### src/hdl/assert_macros.svh
// Assertion macros shared by the RTL files.
// No dependencies.
`ifndef ASSERT_MACROS_SVH
`define ASSERT_MACROS_SVH
// implication checked on every clock, disabled in reset
`define ASSERT_CLK(label, clk, rstn, prop) \
    label: assert property (@(posedge clk) disable iff (!rstn) prop) else $error("%m: check failed");
// plain always-true property on every clock
`define ASSERT_ALWAYS(label, clk, prop) \
    label: assert property (@(posedge clk) prop) else $error("%m: check failed");
`endif

### src/hdl/qspg_pkg.sv
// Types and constants for the four-channel step/dir pulse generator.
// No dependencies.
package qspg_pkg;
    localparam int unsigned SPR_W  = 16;
    localparam int unsigned MICRO_W = 8;
    localparam int unsigned SPEED_W = 16;
    localparam int unsigned CORR_W = 24;
    localparam int unsigned HALF_W = 32;
    // r fits in 25 bits signed positive part: speed*256+corr < 2^25
    localparam int unsigned R_W = 25;
    // D = spr*micro*r < 2^49
    localparam int unsigned D_W = 49;
    // numerator 2*60e6*256 + D fits in 50 bits
    localparam int unsigned NUM_W = 50;
    localparam logic [NUM_W-1:0] US_MIN_Q8_X2 = NUM_W'(64'd30720000000);

    localparam logic [1:0] REG_SPR   = 2'd0;
    localparam logic [1:0] REG_MICRO = 2'd1;
    localparam logic [1:0] REG_INV   = 2'd2;

    localparam logic MODE_TICK   = 1'b0;
    localparam logic MODE_UPDATE = 1'b1;

    // one entry of the motor parameter memory
    typedef struct packed {
        logic [SPEED_W-1:0] speed;
        logic [CORR_W-1:0]  corr;
        logic               run;
        logic               dir;
    } param_t;

    // request to the divider and its answer
    typedef struct packed {
        logic             start;
        logic [NUM_W-1:0] num;
        logic [NUM_W-1:0] den;
    } div_req_t;

    typedef struct packed {
        logic             done;
        logic [NUM_W-1:0] quot;
    } div_rsp_t;
endpackage

### src/hdl/quad_step_pulse_generator_top.sv
// Top level of the four-channel step/dir pulse generator.
// Depends on qspg_pkg, qspg_divider and assert_macros.svh.
//
//  port group  | dir | contents
//  s_axis      | in  | tuser: mode; tdata: motor, speed_rpm, speed_correction, run, clockwise
//  m_axis      | out | tdata: step levels, dir levels, half_period
//  APB         | in  | steps_per_rev @0, microstep_factor @4, dir_invert_mask @8
//
// A tick reads each motor's counter entry and, for a running motor, writes it
// back in the cycle after the read; then the reported entry is read. An update
// whose parameters change runs the multiply path and the 50-step serial
// divider; an unchanged one skips both, a zero period does not wait for it.
// One item at a time; with a second result held at the output the input stalls.
// Reset is synchronous, active low; no clearing pass (memories reset per entry
// via valid bits).
module quad_step_pulse_generator_top
    import qspg_pkg::*;
#(
    parameter int unsigned MOTORS = 4,
    parameter int unsigned PERIOD_BITS = 32
) (
    input  logic        aclk,
    input  logic        aresetn,
    input  logic        s_tvalid,
    output logic        s_tready,
    // [0] mode
    input  logic        s_tuser,
    // [1:0] motor, [17:2] speed_rpm, [41:18] speed_correction,
    // [42] run, [43] clockwise, [47:44] zero
    input  logic [47:0] s_tdata,
    output logic        m_tvalid,
    input  logic        m_tready,
    // [3:0] step levels, [7:4] dir levels, [39:8] half_period
    output logic [39:0] m_tdata,
    input  logic        psel,
    input  logic        penable,
    input  logic        pwrite,
    input  logic [3:0]  paddr,
    input  logic [31:0] pwdata,
    output logic [31:0] prdata,
    output logic        pready
);
    localparam int unsigned MI_W = (MOTORS > 1) ? $clog2(MOTORS) : 1;
    localparam int unsigned PB = PERIOD_BITS;
    localparam logic [NUM_W-1:0] HALF_MAX = NUM_W'((64'd1 << PB) - 64'd1);

    typedef enum logic [6:0] {
        ST_IDLE  = 7'b0000001,
        ST_PREAD = 7'b0000010,
        ST_PCHK  = 7'b0000100,
        ST_MUL   = 7'b0001000,
        ST_DIV   = 7'b0010000,
        ST_TICK  = 7'b0100000,
        ST_OUT   = 7'b1000000
    } state_t;

    // ---------------- configuration ----------------
    logic [SPR_W-1:0]   spr_reg;
    logic [MICRO_W-1:0] micro_reg;
    logic [3:0]         inv_reg;
    logic               cfg_wr;
    logic [1:0]         cfg_idx;

    assign pready  = 1'b1;
    assign cfg_wr  = psel && penable && pwrite;
    assign cfg_idx = paddr[3:2];

    always_ff @(posedge aclk) begin
        if (!aresetn) begin
            spr_reg   <= SPR_W'(200);
            micro_reg <= MICRO_W'(1);
            inv_reg   <= 4'd6;
        end else if (cfg_wr) begin
            unique case (cfg_idx)
                REG_SPR:   spr_reg   <= pwdata[SPR_W-1:0];
                REG_MICRO: micro_reg <= pwdata[MICRO_W-1:0];
                REG_INV:   inv_reg   <= pwdata[3:0];
                default: ;
            endcase
        end
    end

    always_comb begin
        unique case (cfg_idx)
            REG_SPR:   prdata = {16'd0, spr_reg};
            REG_MICRO: prdata = {24'd0, micro_reg};
            REG_INV:   prdata = {28'd0, inv_reg};
            default:   prdata = '0;
        endcase
    end

    // ---------------- memories ----------------
    // parameter memory: last speed/corr/run/dir
    param_t            pmem [MOTORS];
    logic [MOTORS-1:0] pvalid_reg;
    param_t            prd_reg;
    logic              pwe;
    logic [MI_W-1:0]   paddr_m;
    param_t            pwd;

    // counter memory: {half, count}
    logic [2*PB-1:0]   cmem [MOTORS];
    logic [MOTORS-1:0] cvalid_reg;
    logic [2*PB-1:0]   crd_reg;
    logic              crd_vld_reg;
    logic              cre, cwe;
    logic [MI_W-1:0]   craddr, cwaddr;
    logic [2*PB-1:0]   cwd;

    always_ff @(posedge aclk) begin
        if (pwe) pmem[paddr_m] <= pwd;
        prd_reg <= pmem[paddr_m];
        if (cwe) cmem[cwaddr] <= cwd;
        if (cre) begin
            crd_reg     <= cmem[craddr];
            crd_vld_reg <= cvalid_reg[craddr];
        end
    end

    // ---------------- control ----------------
    state_t            st_reg, st_next;
    logic [44:0]       in_reg;
    logic [MOTORS-1:0] step_reg, step_next;
    logic [MOTORS-1:0] dir_reg, dir_next;
    logic [MOTORS-1:0] runm_reg, runm_next;
    logic [MOTORS-1:0] pv_next, cv_next;
    logic [MI_W:0]     idx_reg, idx_next;
    logic [PB-1:0]     rep_half_reg, rep_half_next;
    logic [R_W:0]      r_reg;
    logic [23:0]       sm_reg;
    logic [D_W-1:0]    d_reg;
    logic              zero_reg;
    logic [39:0]       obuf_reg, obuf_next;
    logic              ovalid_reg, ovalid_next;
    logic              opend_reg, opend_next;
    logic [39:0]       opend_data_reg, opend_data_next;
    logic              in_acc;
    div_req_t          dreq;
    div_rsp_t          drsp;

    logic              i_mode, i_run, i_cw;
    logic [1:0]        i_motor;
    logic [SPEED_W-1:0] i_speed;
    logic [CORR_W-1:0] i_corr;
    logic              m_ok;
    logic [MI_W-1:0]   m_idx;
    param_t            cur_p;
    logic              p_changed;
    logic [PB-1:0]     c_half, c_cnt, c_inc;
    logic [MI_W-1:0]   t_idx;
    logic [NUM_W-1:0]  q_half;
    logic [PB-1:0]     new_half;

    assign i_mode  = in_reg[0];
    assign i_motor = in_reg[2:1];
    assign i_speed = in_reg[18:3];
    assign i_corr  = in_reg[42:19];
    assign i_run   = in_reg[43];
    assign i_cw    = in_reg[44];
    assign m_ok    = 32'(i_motor) < 32'(MOTORS);
    assign m_idx   = MI_W'(i_motor);
    assign t_idx   = idx_reg[MI_W-1:0];

    assign cur_p = pvalid_reg[m_idx] ? prd_reg : param_t'('0);
    assign p_changed = (cur_p.speed != i_speed) || (cur_p.corr != i_corr) ||
                       (cur_p.run != i_run);
    assign c_half = crd_vld_reg ? crd_reg[2*PB-1:PB] : '0;
    assign c_cnt  = crd_vld_reg ? crd_reg[PB-1:0] : '0;
    assign c_inc  = c_cnt + 1'b1;
    assign q_half = drsp.quot >> 1;
    assign new_half = zero_reg ? '0 :
                      (q_half > HALF_MAX) ? PB'(HALF_MAX) : q_half[PB-1:0];

    assign s_tready = (st_reg == ST_IDLE) && !opend_reg;
    assign in_acc   = s_tvalid && s_tready;

    function automatic logic [3:0] to_nibble(input logic [MOTORS-1:0] v);
        logic [3:0] r;
        r = '0;
        for (int i = 0; i < MOTORS && i < 4; i++) r[i] = v[i];
        return r;
    endfunction

    always_comb begin
        st_next         = st_reg;
        step_next       = step_reg;
        dir_next        = dir_reg;
        runm_next       = runm_reg;
        pv_next         = pvalid_reg;
        cv_next         = cvalid_reg;
        idx_next        = idx_reg;
        rep_half_next   = rep_half_reg;
        obuf_next       = obuf_reg;
        ovalid_next     = ovalid_reg;
        opend_next      = opend_reg;
        opend_data_next = opend_data_reg;
        pwe = 1'b0; paddr_m = m_idx; pwd = cur_p;
        cre = 1'b0; craddr = t_idx; cwe = 1'b0; cwaddr = t_idx; cwd = '0;
        dreq = '0;

        if (ovalid_reg && m_tready) begin
            ovalid_next = opend_reg;
            obuf_next   = opend_data_reg;
            opend_next  = 1'b0;
        end

        unique case (st_reg)
            ST_IDLE: begin
                if (in_acc) st_next = ST_PREAD;
            end
            ST_PREAD: begin
                // parameter read issued now; counter entry read for the report, or motor 0's entry for a tick
                paddr_m  = m_idx;
                cre      = 1'b1;
                craddr   = m_idx;
                idx_next = '0;
                if (i_mode == MODE_TICK) begin
                    craddr  = '0;
                    st_next = ST_TICK;
                end else begin
                    st_next = ST_PCHK;
                end
            end
            ST_PCHK: begin
                idx_next = (MI_W+1)'(m_idx);
                rep_half_next = c_half;
                if (!m_ok) begin
                    rep_half_next = '0;
                    st_next = ST_OUT;
                end else begin
                    pwe = 1'b1;
                    pwd = cur_p;
                    pv_next[m_idx] = 1'b1;
                    if (i_cw != cur_p.dir) begin
                        pwd.dir = i_cw;
                        dir_next[m_idx] = ~(i_cw ^ inv_reg[m_idx]);
                    end
                    if (p_changed) begin
                        pwd.speed = i_speed;
                        pwd.corr  = i_corr;
                        pwd.run   = i_run;
                        st_next   = ST_MUL;
                    end else begin
                        st_next = ST_OUT;
                    end
                end
            end
            ST_MUL: begin
                // second product stage done in d_reg pipeline; launch divide
                if (idx_reg[MI_W]) begin
                    dreq.start = 1'b1;
                    dreq.num   = US_MIN_Q8_X2 + NUM_W'(d_reg);
                    dreq.den   = NUM_W'({d_reg, 1'b0});
                    st_next    = ST_DIV;
                end else begin
                    idx_next[MI_W] = 1'b1;
                end
            end
            ST_DIV: begin
                if (zero_reg || drsp.done) begin
                    cwe    = 1'b1;
                    cwaddr = m_idx;
                    cwd    = {new_half, PB'(0)};
                    cv_next[m_idx]   = 1'b1;
                    step_next[m_idx] = 1'b0;
                    runm_next[m_idx] = i_run && (new_half != '0);
                    rep_half_next    = new_half;
                    st_next          = ST_OUT;
                end
            end
            ST_TICK: begin
                // read of motor idx came back; write it back if running, read next
                if (runm_reg[t_idx]) begin
                    cwe = 1'b1;
                    cwaddr = t_idx;
                    cv_next[t_idx] = 1'b1;
                    if (c_inc >= c_half) begin
                        cwd = {c_half, PB'(0)};
                        step_next[t_idx] = ~step_reg[t_idx];
                    end else begin
                        cwd = {c_half, c_inc};
                    end
                end
                if (idx_reg == (MI_W+1)'(MOTORS - 1)) begin
                    // fetch reported entry
                    cre = 1'b1;
                    craddr = m_idx;
                    idx_next = (MI_W+1)'(MOTORS);
                end else if (idx_reg == (MI_W+1)'(MOTORS)) begin
                    idx_next = (MI_W+1)'(m_idx);
                    st_next  = ST_OUT;
                end else begin
                    cre = 1'b1;
                    craddr = MI_W'(idx_reg + 1'b1);
                    idx_next = idx_reg + 1'b1;
                end
                if (idx_reg == (MI_W+1)'(MOTORS)) begin
                    cwe = 1'b0;
                    cv_next = cvalid_reg;
                    step_next = step_reg;
                    rep_half_next = m_ok ? c_half : '0;
                end
            end
            ST_OUT: begin
                opend_data_next = {HALF_W'(rep_half_reg), to_nibble(dir_reg),
                                   to_nibble(step_reg)};
                if (!ovalid_next) begin
                    ovalid_next = 1'b1;
                    obuf_next   = opend_data_next;
                end else begin
                    opend_next = 1'b1;
                end
                st_next = ST_IDLE;
            end
            default: st_next = ST_IDLE;
        endcase
    end

    // multiply path: r and spr*micro registered together, then their product
    logic [23:0] sm_prod;
    logic signed [R_W:0] r_calc;
    assign sm_prod = spr_reg * micro_reg;
    assign r_calc  = $signed({2'b00, i_speed, 8'd0}) + $signed({{2{i_corr[CORR_W-1]}}, i_corr});

    always_ff @(posedge aclk) begin
        r_reg    <= r_calc;
        sm_reg   <= sm_prod;
        zero_reg <= (sm_prod == '0) || r_calc[R_W] || (r_calc == '0);
        d_reg    <= D_W'(sm_reg) * D_W'(r_reg[R_W-1:0]);
    end

    always_ff @(posedge aclk) begin
        if (!aresetn) begin
            st_reg     <= ST_IDLE;
            step_reg   <= '0;
            dir_reg    <= '1;
            runm_reg   <= '0;
            pvalid_reg <= '0;
            cvalid_reg <= '0;
            idx_reg    <= '0;
            ovalid_reg <= 1'b0;
            opend_reg  <= 1'b0;
        end else begin
            st_reg     <= st_next;
            step_reg   <= step_next;
            dir_reg    <= dir_next;
            runm_reg   <= runm_next;
            pvalid_reg <= pv_next;
            cvalid_reg <= cv_next;
            idx_reg    <= idx_next;
            ovalid_reg <= ovalid_next;
            opend_reg  <= opend_next;
        end
        if (in_acc) in_reg <= {s_tdata[43:0], s_tuser};
        rep_half_reg   <= rep_half_next;
        obuf_reg       <= obuf_next;
        opend_data_reg <= opend_data_next;
    end

    qspg_divider u_div (
        .aclk    (aclk),
        .aresetn (aresetn),
        .req     (dreq),
        .rsp     (drsp)
    );

    assign m_tvalid = ovalid_reg;
    assign m_tdata  = obuf_reg;

`include "assert_macros.svh"
    `ASSERT_CLK(a_stopped_low, aclk, aresetn, (st_reg == ST_IDLE) |-> ((step_reg & ~runm_reg) == '0))
    `ASSERT_CLK(a_pend_needs_valid, aclk, aresetn, opend_reg |-> ovalid_reg)
    `ASSERT_CLK(a_no_accept_busy, aclk, aresetn, (st_reg != ST_IDLE) |-> !s_tready)
endmodule

### src/hdl/qspg_divider.sv
// Restoring divider, one quotient bit per cycle.
// Depends on qspg_pkg and assert_macros.svh.
module qspg_divider
    import qspg_pkg::*;
(
    input  logic     aclk,
    input  logic     aresetn,
    input  div_req_t req,
    output div_rsp_t rsp
);
    localparam int unsigned CNT_W = $clog2(NUM_W + 1);

    logic [NUM_W-1:0] quot_reg, quot_next;
    logic [NUM_W:0]   rem_reg, rem_next;
    logic [NUM_W-1:0] den_reg, den_next;
    logic [CNT_W-1:0] cnt_reg, cnt_next;
    logic             busy_reg, busy_next;
    logic             done_reg, done_next;
    logic [NUM_W:0]   trial;

    always_comb begin
        quot_next = quot_reg;
        rem_next  = rem_reg;
        den_next  = den_reg;
        cnt_next  = cnt_reg;
        busy_next = busy_reg;
        done_next = 1'b0;
        trial     = '0;
        if (req.start) begin
            quot_next = req.num;
            rem_next  = '0;
            den_next  = req.den;
            cnt_next  = CNT_W'(NUM_W);
            busy_next = 1'b1;
        end else if (busy_reg) begin
            trial = {rem_reg[NUM_W-1:0], quot_reg[NUM_W-1]};
            if (trial >= {1'b0, den_reg}) begin
                rem_next  = trial - {1'b0, den_reg};
                quot_next = {quot_reg[NUM_W-2:0], 1'b1};
            end else begin
                rem_next  = trial;
                quot_next = {quot_reg[NUM_W-2:0], 1'b0};
            end
            cnt_next = cnt_reg - 1'b1;
            if (cnt_reg == CNT_W'(1)) begin
                busy_next = 1'b0;
                done_next = 1'b1;
            end
        end
    end

    always_ff @(posedge aclk) begin
        if (!aresetn) begin
            busy_reg <= 1'b0;
            done_reg <= 1'b0;
            cnt_reg  <= '0;
        end else begin
            busy_reg <= busy_next;
            done_reg <= done_next;
            cnt_reg  <= cnt_next;
        end
        quot_reg <= quot_next;
        rem_reg  <= rem_next;
        den_reg  <= den_next;
    end

    assign rsp.done = done_reg;
    assign rsp.quot = quot_reg;

`include "assert_macros.svh"
    `ASSERT_CLK(a_done_after_busy, aclk, aresetn, done_reg |-> $past(busy_reg))
    `ASSERT_CLK(a_no_done_while_busy, aclk, aresetn, done_reg |-> !busy_reg)
endmodule

### config.mk
export PLATFORM = sky130hd
export DESIGN_NAME = quad_step_pulse_generator_top
export DESIGN_NICKNAME = d
export VERILOG_FILES = /design/src/hdl/qspg_pkg.sv /design/src/hdl/quad_step_pulse_generator_top.sv /design/src/hdl/qspg_divider.sv
export VERILOG_INCLUDE_DIRS = /design/src /design/src/hdl
export SDC_FILE = /design/constraint.sdc
export NUM_CORES = 2
export LEC_CHECK = 0
export ABC_CLOCK_PERIOD_IN_PS = 11000
export BUFFER_PORTS_ARGS = -buffer_cell sky130_fd_sc_hd__buf_2
export CAP_MARGIN = 15
export CORE_MARGIN = 4
export CORE_UTILIZATION = 39
export CTS_CLUSTER_SIZE = 30
export DETAILED_ROUTE_END_ITERATION = 10
export GPL_TIMING_DRIVEN = 0
export PLACE_DENSITY = 0.54
export SLEW_MARGIN = 10
export SYNTH_ARGS = -nofsm -noshare
export SYNTH_HDL_FRONTEND = slang
export SYNTH_HIERARCHICAL = 1
export SYNTH_SLANG_ARGS = --single-unit
### constraint.sdc
create_clock -name aclk -period 11 [get_ports aclk]
set_input_delay 2.2 -clock aclk [delete_from_list [all_inputs] [get_ports aclk]]
set_output_delay 2.2 -clock aclk [all_outputs]
set_load 0.01 [all_outputs]
==> flow_metrics.env <==
export IMPL_crit_path_max_fanout=10
export IMPL_drc=0
export IMPL_relSlewSlack_pct=17.1
export IMPL_worst_pin_slew_ps=1210
export IMPL_fp_row_count=152
export IMPL_whs_path_depth=0
export IMPL_p_leak_nw=31.3
export IMPL_ir_worst_vdd_uv=401
export IMPL_swShare_pct=41.6
export IMPL_crit_required_ps=11630
export IMPL_overflow=0
export IMPL_gp_congestion=0.929
export IMPL_met3_usage_pct=3.76
export IMPL_r2r_cells=27
export IMPL_fill_cells=16396
export IMPL_grt_first_pass_wirelength_mm=303
export IMPL_synth_area_leaders="edfxtp_1 (32%), fa_1 (18%), dfxtp_1 (8.9%), ha_1 (6.1%), nand2_1 (5.3%)"
export IMPL_async_reset_ff_share_pct=0
export IMPL_grt_max_degree=44
export IMPL_min_from="rep_half_reg[18]"
export IMPL_p_sw_mw=7.06
export IMPL_die_w_um=423
export IMPL_via_per_inst=5.22
export IMPL_routed_via_count=47340
export IMPL_synthMostInstantiatedCell="nand2_1"
export IMPL_post_route_cells_drive_above_1_share_pct=7.34
export IMPL_power_total_mw=17.0
export IMPL_r2r_slack_ps=2860
export IMPL_worstSetupPathType="flip-flop to flip-flop"
export IMPL_rr_endpoint="d_reg[48]"
export IMPL_core_area_um2=172000
export IMPL_max_stage_delay_ps=680
export IMPL_power_density_nw_per_um2=225
export IMPL_dp_hpwl_mm=154
export IMPL_cts_setup_buffers=0
export IMPL_r2r_start="sm_reg[15]"
export IMPL_drv_cap=0
export IMPL_crit_buf_inv=8
export IMPL_synth_common_cells="nand2_1 (952), inv_1 (755), edfxtp_1 (706)"
export IMPL_synth_warnings=6
export IMPL_min_path_type="flip-flop to flip-flop"
export IMPL_slew_violations=0
export IMPL_min_to="opend_data_reg[26]"
export IMPL_grt_busiest_layer="met2"
export IMPL_start_util_pct=39.2
export IMPL_p_comb_share_pct=50.5
export IMPL_p_int_mw=9.92
export IMPL_area_delta_synth_final_pct=12.0
export IMPL_slowest_stage="clkbuf_1"
export IMPL_design_die_area_um2=179000
export IMPL_layout_min_cycle_time_ps=8140
export IMPL_clkTransAtPathRegs_ps=60
export IMPL_cts_tree="built"
export IMPL_post_cts_resized=0
export IMPL_wl_per_cell_um=21.9
export IMPL_ctsHoldBuffers=0
export IMPL_grt_total_usage_pct=22.1
export IMPL_final_seq_area_um2=27200
export IMPL_pin_count=167
export IMPL_finalSetupTns_ps=0
export IMPL_nets=7677
export IMPL_drtIter0Drc=3303
export IMPL_avgSynthCellArea_um2=10.5
export IMPL_cpLargestDelayFamily="adder cells"
export IMPL_layout_cells_non_filler=9074
export IMPL_multi_input_area_um2=36000
export IMPL_synth_cell_types=100
export IMPL_drtAntennaViolNets=0
export IMPL_numCtsBuffers=108
export IMPL_endpoint_kind="flip-flop"
export IMPL_setup_viol=0
export IMPL_min_period_over_period_pct=74.0
export IMPL_use_met1_pct=29.6
export IMPL_ys_seq_elements=1005
export IMPL_cts_max_level=3
export IMPL_seq_power_share_pct=27.1
export IMPL_seq_area_frac_synth_pct=40.4
export IMPL_antenna_found_initial=5
export IMPL_clock_path_buffers=3
export IMPL_dr_pass1_iters=6
export IMPL_clk_insertion_delay_late_ps=760
export IMPL_largest_reg_flops=256
export IMPL_cts_root_buf="clkbuf_16"
export IMPL_dp_cells=8868
export IMPL_cts_sinks=1005
export IMPL_synth_area_leader_cell="edfxtp_1"
export IMPL_worstSetupStartpointType="flip-flop"
export IMPL_synthCells=6381
export IMPL_rsz0062_at_grt="false"
export IMPL_first_global_vias=48861
export IMPL_cp_common_cell="fa_1"
export IMPL_synth_top_area_share_pct=31.5
export IMPL_die_height_um=423
export IMPL_p_clk_share_pct=22.4
export IMPL_synth_edff_count=706
export IMPL_cp_arrival_ps=8770
export IMPL_path_depth=27
export IMPL_ys_flop_type="edfxtp_1"
export IMPL_final_hold_viol_count=0
export IMPL_clock_skew_ps=81.2
export IMPL_wirelength_mm=199
export IMPL_fmax_mhz=123
export IMPL_status="finished, final reports clean"
export IMPL_numPortBuffers=127
export IMPL_grt_use_met2_pct=36.9
export IMPL_netlist_area_um2=67200
## stage by stage
| stage | setup WS, ps | utilization [%] | instance area (um^2) | hold slack (ps) |
|---|---|---|---|---|
| 2_1_floorplan | 4260 | - | 67300 | 393 |
| 3_3_place_gp | 2350 | 41.3 | 70800 | 431 |
| 3_5_place_dp | 2880 | 41.7 | 71600 | 433 |
| 4_1_cts | 2920 | 43.9 | 75300 | 454 |
| 5_1_grt | 2490 | 43.9 | 75300 | 459 |
| 6_report | 2860 | 43.9 | 75300 | 454 |
## how the worst max path moves through the flow
stage	startpoint	endpoint	slack (ps)
finish	sm_reg[15]	d_reg[48]	2860
global placement	st_reg[0]	cmem[0][27]	2350
detailed placement	sm_reg[15]	d_reg[48]	2880
CTS	sm_reg[15]	d_reg[48]	2920
global route	sm_reg[15]	d_reg[48]	2490
floorplan	sm_reg[3]	d_reg[48]	4260
## layout by cell type (no fill, tap or decap), drive strengths merged, types with 41 or more instances in the layout
cell | netlist | routed
nor3 | 41 | 41
nor2 | 275 | 275
clkinv | 1 | 41
buf | 62 | 223
nor2b | 56 | 56
a31oi | 85 | 85
a21o | 67 | 67
ha | 327 | 327
edfxtp | 706 | 706
o22ai | 67 | 67
o21ai | 180 | 180
xnor2 | 105 | 105
a21oi | 188 | 188
a211oi | 83 | 83
fa | 590 | 590
nand2 | 954 | 954
clkbuf | 281 | 417
dfxtp | 299 | 299
and2 | 445 | 445
inv | 756 | 764
mux2i | 64 | 64
mux4 | 46 | 46
mux2 | 51 | 51
nand3 | 87 | 87
xor2 | 80 | 80
and3 | 80 | 80
## final cells by class
class / instances / share of cell area (%)
Inverter: 757 / 3.77
Clock buffer: 136 / 3.85
Antenna cell: 3 / 0.00997
Multi-Input combinational cell: 4292 / 47.8
Buffer: 343 / 1.84
Sequential cell: 1005 / 36.1
Tap cell: 2310 / 3.84
Timing Repair Buffer: 161 / 1.72
Clock inverter: 67 / 1.08
## logic make-up after synthesis
group	synth area share, %
adders and majority gates	23.7
buffers and inverters	6.29
DFF	40.4
xor gates and xnor gates	2.41
AOI/OAI and AO/OA	8.71
other	0.0112
and+or+nand+nor	15.1
muxes	3.35
## per-layer routing
layer | up-vias | routed length, um
li1 | 21999 | -
met1 | 23643 | 85500
met2 | 1371 | 94900
met3 | 325 | 11900
met4 | 2 | 6690
met5 | - | 1
## power by group through the flow
stage	clock network, mW	logic (mW)	registers [mW]
after floorplan	0	6.17	4.52
after global placement	0	8.45	4.68
after detailed placement	0	8.51	4.67
after CTS	3.89	8.57	4.59
after global routing	4.04	9.79	4.61
final	3.80	8.57	4.60
Note: power is estimated with default switching activity, not from simulation.
